[config.mk]
export PLATFORM = sky130hd
export DESIGN_NAME = planar_span_write_splitter
export DESIGN_NICKNAME = d
export VERILOG_FILES = /design/src/hdl/psws_pkg.sv /design/src/hdl/psws_front.sv /design/src/hdl/psws_queue.sv /design/src/hdl/psws_back.sv /design/src/hdl/planar_span_write_splitter.sv
export SDC_FILE = /design/constraint.sdc
export NUM_CORES = 1
export LEC_CHECK = 0
export ABC_AREA = 1
export BUFFER_PORTS_ARGS = -buffer_cell sky130_fd_sc_hd__buf_4
export CAP_MARGIN = 20
export CORE_MARGIN = 5
export CORE_UTILIZATION = 30
export CTS_BUF_LIST = sky130_fd_sc_hd__clkbuf_16
export CTS_CLUSTER_DIAMETER = 80
export DETAILED_ROUTE_END_ITERATION = 12
export SLEW_MARGIN = 10
export SYNTH_ARGS = -nofsm -noshare
export SYNTH_HDL_FRONTEND = slang
export SYNTH_SLANG_ARGS = --single-unit
[constraint.sdc]
create_clock -name clk -period 5.3 [get_ports clk]
set_input_delay 0 -clock clk [delete_from_list [all_inputs] [get_ports clk]]
set_output_delay 0 -clock clk [all_outputs]
set_load 0.02 [all_outputs]
[src/hdl/psws_pkg.sv]
`default_nettype none

package psws_pkg;

    // Configuration register indexes
    localparam logic CFG_FRAME_BASE = 1'b0;
    localparam logic CFG_ROW_STRIDE = 1'b1;

    localparam logic [15:0] FRAME_BASE_RESET = 16'd0;
    localparam logic [7:0]  ROW_STRIDE_RESET = 8'd80;
    localparam logic [3:0]  ALL_PLANES       = 4'd15;

    // Line fill request
    typedef struct packed {
        logic [9:0]  pixel_x;
        logic [8:0]  pixel_y;
        logic [10:0] span_width;
        logic [7:0]  fill_color;
    } psws_req_t;

    // Write span result
    typedef struct packed {
        logic [15:0] write_address;
        logic [3:0]  plane_mask;
        logic [9:0]  byte_count;
        logic [7:0]  span_color;
        logic        last_span;
    } psws_span_t;

    // Classified line, as queued between front and back
    typedef struct packed {
        logic [15:0] addr;
        logic [9:0]  mid;
        logic [3:0]  lmask;
        logic [3:0]  rmask;
        logic        single;
        logic [7:0]  color;
    } psws_desc_t;

    // Planes enabled in the leftmost byte, by pixel position within the byte
    function automatic logic [3:0] left_edge_mask(input logic [1:0] pos);
        logic [3:0] m;
        case (pos)
            2'd0:    m = 4'd15;
            2'd1:    m = 4'd14;
            2'd2:    m = 4'd12;
            2'd3:    m = 4'd8;
            default: m = 4'd15;
        endcase
        return m;
    endfunction

    // Planes enabled in the rightmost byte, by pixel position within the byte
    function automatic logic [3:0] right_edge_mask(input logic [1:0] pos);
        logic [3:0] m;
        case (pos)
            2'd0:    m = 4'd1;
            2'd1:    m = 4'd3;
            2'd2:    m = 4'd7;
            2'd3:    m = 4'd15;
            default: m = 4'd15;
        endcase
        return m;
    endfunction

endpackage

`default_nettype wire

[src/hdl/psws_front.sv]
`default_nettype none

module psws_front (
    input  wire                   clk,
    input  wire                   rst_n,
    input  wire                   cfg_valid,
    output logic                  cfg_ready,
    input  wire                   cfg_index,
    input  wire  [15:0]           cfg_data,
    input  wire                   req_valid,
    output logic                  req_ready,
    input  psws_pkg::psws_req_t   req,
    output logic                  push_valid,
    input  wire                   push_ready,
    output psws_pkg::psws_desc_t  push_desc
);
    import psws_pkg::*;

    logic [15:0] frame_base_reg;
    logic [7:0]  row_stride_reg;
    logic [16:0] row_offset;
    logic [7:0]  first_col;
    logic [11:0] end_pixel;
    logic [9:0]  last_col;

    // Take register writes at any time
    assign cfg_ready = 1'b1;

    always_ff @(posedge clk or negedge rst_n)
    begin
        if (!rst_n)
        begin
            frame_base_reg <= FRAME_BASE_RESET;
            row_stride_reg <= ROW_STRIDE_RESET;
        end
        else if (cfg_valid)
        begin
            if (cfg_index == CFG_FRAME_BASE)
                frame_base_reg <= cfg_data;
            else
                row_stride_reg <= cfg_data[7:0];
        end
    end

    // Locate the byte columns of both line ends
    always_comb
    begin
        first_col  = req.pixel_x[9:2];
        end_pixel  = {2'b00, req.pixel_x} + {1'b0, req.span_width} - 12'd1;
        last_col   = end_pixel[11:2];
        row_offset = 17'(req.pixel_y) * 17'(row_stride_reg);
    end

    // Build the line descriptor
    always_comb
    begin
        push_desc.addr   = frame_base_reg + row_offset[15:0] + {8'b0, first_col};
        push_desc.single = (last_col == {2'b00, first_col});
        push_desc.mid    = last_col - {2'b00, first_col} - 10'd1;
        push_desc.lmask  = left_edge_mask(req.pixel_x[1:0]);
        push_desc.rmask  = right_edge_mask(end_pixel[1:0]);
        push_desc.color  = req.fill_color;
    end

    // Drop zero-width lines; queue everything else
    assign push_valid = req_valid && (req.span_width != 11'd0);
    assign req_ready  = push_ready;

endmodule

`default_nettype wire

[src/hdl/psws_queue.sv]
`default_nettype none

module psws_queue #(
    parameter int DEPTH = 2
) (
    input  wire                   clk,
    input  wire                   rst_n,
    input  wire                   push_valid,
    output logic                  push_ready,
    input  psws_pkg::psws_desc_t  push_desc,
    output logic                  head_valid,
    output psws_pkg::psws_desc_t  head_desc,
    input  wire                   pop
);
    import psws_pkg::*;

    localparam int PTR_W = (DEPTH > 1) ? $clog2(DEPTH) : 1;
    localparam int CNT_W = $clog2(DEPTH + 1);

    psws_desc_t        entry_reg [DEPTH];
    logic [PTR_W-1:0]  wr_ptr_reg;
    logic [PTR_W-1:0]  wr_ptr_next;
    logic [PTR_W-1:0]  rd_ptr_reg;
    logic [PTR_W-1:0]  rd_ptr_next;
    logic [CNT_W-1:0]  count_reg;
    logic [CNT_W-1:0]  count_next;
    logic              push;

    assign push_ready = (count_reg != CNT_W'(DEPTH));
    assign push       = push_valid && push_ready;
    assign head_valid = (count_reg != '0);
    assign head_desc  = entry_reg[rd_ptr_reg];

    // Advance pointers with wrap at the queue depth
    always_comb
    begin
        wr_ptr_next = wr_ptr_reg;
        rd_ptr_next = rd_ptr_reg;
        count_next  = count_reg;
        if (push)
            wr_ptr_next = (wr_ptr_reg == PTR_W'(DEPTH - 1)) ? '0 : wr_ptr_reg + PTR_W'(1);
        if (pop)
            rd_ptr_next = (rd_ptr_reg == PTR_W'(DEPTH - 1)) ? '0 : rd_ptr_reg + PTR_W'(1);
        if (push && !pop)
            count_next = count_reg + CNT_W'(1);
        else if (pop && !push)
            count_next = count_reg - CNT_W'(1);
    end

    always_ff @(posedge clk or negedge rst_n)
    begin
        if (!rst_n)
        begin
            wr_ptr_reg <= '0;
            rd_ptr_reg <= '0;
            count_reg  <= '0;
        end
        else
        begin
            wr_ptr_reg <= wr_ptr_next;
            rd_ptr_reg <= rd_ptr_next;
            count_reg  <= count_next;
        end
    end

    // Store the pushed request
    always_ff @(posedge clk)
    begin
        if (push)
            entry_reg[wr_ptr_reg] <= push_desc;
    end

    a_count_bound: assert property (@(posedge clk) disable iff (!rst_n)
        count_reg <= CNT_W'(DEPTH))
        else $error("queue count beyond depth");

    a_pop_nonempty: assert property (@(posedge clk) disable iff (!rst_n)
        pop |-> (count_reg != '0))
        else $error("pop from empty queue");

endmodule

`default_nettype wire

[src/hdl/psws_back.sv]
`default_nettype none

module psws_back (
    input  wire                   clk,
    input  wire                   rst_n,
    input  wire                   head_valid,
    input  psws_pkg::psws_desc_t  head_desc,
    output logic                  pop,
    output logic                  span_valid,
    input  wire                   span_ready,
    output psws_pkg::psws_span_t  span
);
    import psws_pkg::*;

    localparam logic [1:0] PH_LEFT  = 2'd0;
    localparam logic [1:0] PH_MID   = 2'd1;
    localparam logic [1:0] PH_RIGHT = 2'd2;

    logic [1:0]  phase_reg;
    logic [1:0]  phase_next;
    logic        span_valid_reg;
    logic        span_valid_next;
    psws_span_t  span_reg;
    psws_span_t  cur_span;
    logic        load;

    // Emit a span whenever the output register is free or being drained
    assign load = head_valid && (!span_valid_reg || span_ready);

    // Form the span for the current phase of the head request
    always_comb
    begin
        cur_span.write_address = head_desc.addr;
        cur_span.plane_mask    = head_desc.lmask;
        cur_span.byte_count    = 10'd1;
        cur_span.span_color    = head_desc.color;
        cur_span.last_span     = 1'b0;
        phase_next             = phase_reg;
        case (phase_reg)
            PH_LEFT:
            begin
                if (head_desc.single)
                begin
                    cur_span.plane_mask = head_desc.lmask & head_desc.rmask;
                    cur_span.last_span  = 1'b1;
                end
                else if (head_desc.mid != 10'd0)
                    phase_next = PH_MID;
                else
                    phase_next = PH_RIGHT;
            end
            PH_MID:
            begin
                cur_span.write_address = head_desc.addr + 16'd1;
                cur_span.plane_mask    = ALL_PLANES;
                cur_span.byte_count    = head_desc.mid;
                phase_next             = PH_RIGHT;
            end
            PH_RIGHT:
            begin
                cur_span.write_address = head_desc.addr + {6'b0, head_desc.mid} + 16'd1;
                cur_span.plane_mask    = head_desc.rmask;
                cur_span.last_span     = 1'b1;
            end
            default:
            begin
                cur_span.last_span = 1'b1;
            end
        endcase
        if (cur_span.last_span)
            phase_next = PH_LEFT;
    end

    assign pop = load && cur_span.last_span;

    always_comb
    begin
        if (load)
            span_valid_next = 1'b1;
        else if (span_ready)
            span_valid_next = 1'b0;
        else
            span_valid_next = span_valid_reg;
    end

    always_ff @(posedge clk or negedge rst_n)
    begin
        if (!rst_n)
        begin
            phase_reg      <= PH_LEFT;
            span_valid_reg <= 1'b0;
        end
        else
        begin
            span_valid_reg <= span_valid_next;
            if (load)
                phase_reg <= phase_next;
        end
    end

    // Hold the output span until taken
    always_ff @(posedge clk)
    begin
        if (load)
            span_reg <= cur_span;
    end

    assign span_valid = span_valid_reg;
    assign span       = span_reg;

    a_mid_phase: assert property (@(posedge clk) disable iff (!rst_n)
        (phase_reg == PH_MID) |-> (head_valid && !head_desc.single && head_desc.mid != 10'd0))
        else $error("middle phase without a middle run");

    a_right_phase: assert property (@(posedge clk) disable iff (!rst_n)
        (phase_reg == PH_RIGHT) |-> (head_valid && !head_desc.single))
        else $error("right edge phase on a single-byte line");

endmodule

`default_nettype wire

[src/hdl/planar_span_write_splitter.sv]
`default_nettype none

// Splits horizontal line fill requests for a four-plane frame buffer into
// write spans (address, plane mask, byte count, color). Each line gives one
// span when it fits in one byte column, otherwise a left edge byte, a
// full-mask middle run when non-empty, and a right edge byte; zero-width
// lines give none. The front takes one request per cycle while the queue
// has room, computes the start address and edge masks, and queues the
// result; the back sends out one span per cycle from a registered output
// while that output is free or being taken, and releases a request from
// the queue with its last span. The first span passes through the queue
// entry and then the output register before it is presented. The user
// must write registers frame_base (index 0) and row_stride (index 1) only
// while idle; the block itself does not enforce it.
module planar_span_write_splitter #(
    parameter int QUEUE_DEPTH = 2
) (
    input  wire                   clk,
    input  wire                   rst_n,
    input  wire                   cfg_valid,
    output logic                  cfg_ready,
    input  wire                   cfg_index,
    input  wire  [15:0]           cfg_data,
    input  wire                   req_valid,
    output logic                  req_ready,
    input  psws_pkg::psws_req_t   req,
    output logic                  span_valid,
    input  wire                   span_ready,
    output psws_pkg::psws_span_t  span
);
    import psws_pkg::*;

    logic        push_valid;
    logic        push_ready;
    psws_desc_t  push_desc;
    logic        head_valid;
    psws_desc_t  head_desc;
    logic        pop;

    psws_front u_front (
        .clk        (clk),
        .rst_n      (rst_n),
        .cfg_valid  (cfg_valid),
        .cfg_ready  (cfg_ready),
        .cfg_index  (cfg_index),
        .cfg_data   (cfg_data),
        .req_valid  (req_valid),
        .req_ready  (req_ready),
        .req        (req),
        .push_valid (push_valid),
        .push_ready (push_ready),
        .push_desc  (push_desc)
    );

    psws_queue #(
        .DEPTH (QUEUE_DEPTH)
    ) u_queue (
        .clk        (clk),
        .rst_n      (rst_n),
        .push_valid (push_valid),
        .push_ready (push_ready),
        .push_desc  (push_desc),
        .head_valid (head_valid),
        .head_desc  (head_desc),
        .pop        (pop)
    );

    psws_back u_back (
        .clk        (clk),
        .rst_n      (rst_n),
        .head_valid (head_valid),
        .head_desc  (head_desc),
        .pop        (pop),
        .span_valid (span_valid),
        .span_ready (span_ready),
        .span       (span)
    );

endmodule

`default_nettype wire
==> metrics.cfg <==
[outcome]
status = finished clean

[placement]
dpl_worst_slack_ps = 456
dp_hpwl_mm = 20.4
placed_cells = 1817
numPortBuffers = 100
place.gp.congestion = 0.900
placed_area_mm2 = 0.0124

[clocking]
postCtsHoldBufs = 30
clkSinkCount = 152
h-tree-depth = 4
post_cts_buffers = 0
cts_buffer_depth = 2
clk_latency_ps = 430
cts_tree = done
cts_buffers = 17
cts_repair_resize_count = 0
path_clk_slew_ps = 80
clockRootBuffer = clkbuf_16

[floorplan]
die_x_um = 204
start_util_pct = 30.1
die_h_um = 204
core_mm2 = 0.0373
ios = 102
die_area_mm2 = 0.0415
num_rows = 71

[critical_path]
path_cells = nand2_1 > fa_1 > inv_1 > fa_1 > inv_1 > fa_1 > inv_1 > fa_1 > inv_1 > fa_1 > inv_1 > ha_1 > nand2_1 > o21ai_0 > a21boi_0 > xnor2_1
slowest_stage = fa_1
path_delay_family = adder cells
start_kind = flop
cp-end-kind = flop
worst-path-stages = 16
slowest_delay_ps = 530
critPathBufInv = 5
crit_fanout = 10
reg2reg_depth = 16
worstPathArrival_ps = 5040
setup.worst_path.class = flop to flop
required_ps = 5470

[final_layout]
instances_no_fill = 1879
antennaDiodeCount = 0
drive_above_1_share_pct = 13.5
seq_area_mm2 = 0.00441
fillers = 3780
multi_input_area_mm2 = 0.00570
largest_reg_flops = 82
final_cell_area_mm2 = 0.0133
nets = 1605
area_growth_pct = 18.4

[timing]
relSlewSlack_pct = 39.8
final-max-slew-violation-count = 0
clock_skew_ps = 17.3
finalHoldViolCount = 0
worstMarginPinSlew_ps = 903
rsz0062_at_grt = false
fmax_mhz = 205
setup_tns_ps = 0
fin_ws_ps = 426
min_period_ps = 4870
post-route-period-util_pct = 92.0
finalSetupViolations = 0

[power_and_ir_drop]
p_sw_w = 0.00415
sw_frac_of_total_pct = 47.1
power.combinational.fraction_pct = 60.2
ir_drop_uv = 298
p_leak_nw = 6.58
intPower_w = 0.00466
powerDensity_mw_per_mm2 = 662
pwr-share-seq_pct = 26.4
clkPwrFrac_pct = 13.4

[detailed_routing]
drt_wl_total_mm = 25.9
drc = 0
routed_via_density = 4.55
dr_wl_met2_mm = 12.0
ant_nets = 0
met1_length_mm = 12.5
dr.pass1.iters = 5
wire_per_inst_um = 13.8
drtIter0Drc = 645
met3WireLength_mm = 1.25
via_count = 8545
dr.max_layer_used = met4

[logic_synthesis]
synth_top_area_share_pct = 32.3
syn-instance-count = 1275
synthTopCellsByArea = edfxtp_1 (32%), fa_1 (11%), nand2_1 (11%)
ys_ff_latch = 152
ys_types = 45
synthTopCellsByCount = nand2_1 (335), inv_1 (246), edfxtp_1 (121), ha_1 (89), fa_1 (64)
syn_nets = 1488
synth_edf_count = 121
yosysWarnings = 0
syn_avg_cell_area_um2 = 8.82
synth.most_common_cell = nand2_1
async_reset_ff_share_pct = 20.4
synth_top_area_cell = edfxtp_1
seq_area_frac_synth_pct = 39.2
synth_area_mm2 = 0.0112
synth-main-ff-cell = edfxtp_1

[global_route]
grt_pass1_wl_mm = 43.3
grt_overflow_total = 0
grt_antenna_before_repair = 0
track_usage_pct = 12.8
grt_max_degree = 47
grt_pass1_vias = 8530

[worst_hold_path]
whs_path_depth = 3
holdCritPathClass = input pin to flop

[run]
drv_cap = 0

[worst min-delay path, delay by kind of cell]
family,cells,cell delay [ps]
fa+ha+maj,2,270
buf+inv,1,100
[layout make-up]
type	count	area share, %
Multi-Input combinational cell	836	42.8
Sequential cell	152	33.1
Timing Repair Buffer	134	8.12
Inverter	251	7.09
Tap cell	474	4.45
Clock buffer	17	3.20
Clock inverter	15	1.17
[metal layers]
metal | track usage (%) | vias to the layer above
met5 | 0 | -
met4 | 2.26 | 0
met3 | 2.26 | 16
met2 | 20.8 | 200
met1 | 18.1 | 4043
li1 | - | 4286
[cells by family (layout without fill, tap and decap cells)]
| logic type | count (synthesis) | in the layout | share of synthesized area, % |
|---|---|---|---|
| DFF | 152 | 152 | 39.2 |
| muxes | 7 | 7 | 0.679 |
| other | 1 | 1 | 0.0333 |
| buffers and inverters | 287 | 417 | 10.1 |
| AOI/OAI and AO/OA | 137 | 137 | 6.86 |
| adders and majority gates | 153 | 153 | 21.3 |
| and+or+nand+nor | 503 | 503 | 19.0 |
| xor gates and xnor gates | 35 | 35 | 2.73 |
[power groups by stage]
stage               registers, W  clock network (W)  logic [W]
finish                   0.00232            0.00118    0.00530
global route             0.00237            0.00127    0.00603
CTS                      0.00233            0.00121    0.00534
detailed placement       0.00236                  0    0.00528
global placement         0.00234                  0    0.00518
floorplan                0.00251                  0    0.00376
[final timing paths]
check                                          start                   endpoint  slack [ps]
setup / recovery           u_front.row_stride_reg[1]   u_queue.entry_reg[1][38]         430
hold / removal                               req[30]   u_queue.entry_reg[1][27]          50
setup reg to reg           u_front.row_stride_reg[1]   u_queue.entry_reg[1][38]         430
hold reg to reg                   u_queue.wr_ptr_reg         u_queue.wr_ptr_reg         480
max in group asynchronous                      rst_n  u_front.row_stride_reg[4]        4880
min in group asynchronous                      rst_n  u_front.frame_base_reg[5]          60
[cell usage in the layout (no fill, tap or decap), types with 44 or more instances in the layout]
cell	netlist	final
nand3_1	53	53
nand2_1	335	335
nor2_1	56	55
a21oi_1	44	44
edfxtp_1	121	121
ha_1	89	89
o21ai_0	48	48
fa_1	64	64
inv_1	246	245
buf_4	3	104
[through the flow]
step | hold slack [ps] | total power (W) | util [%]
floorplan | -296 | 0.00627 | -
global placement | -24.5 | 0.00752 | 33.3
detailed placement | -20.2 | 0.00764 | 33.3
CTS | 54.2 | 0.00888 | 35.7
global route | 50.7 | 0.00968 | 35.7
finish | 54.1 | 0.00881 | 35.7
No activity file was read; power rests on OpenSTA's default activity.
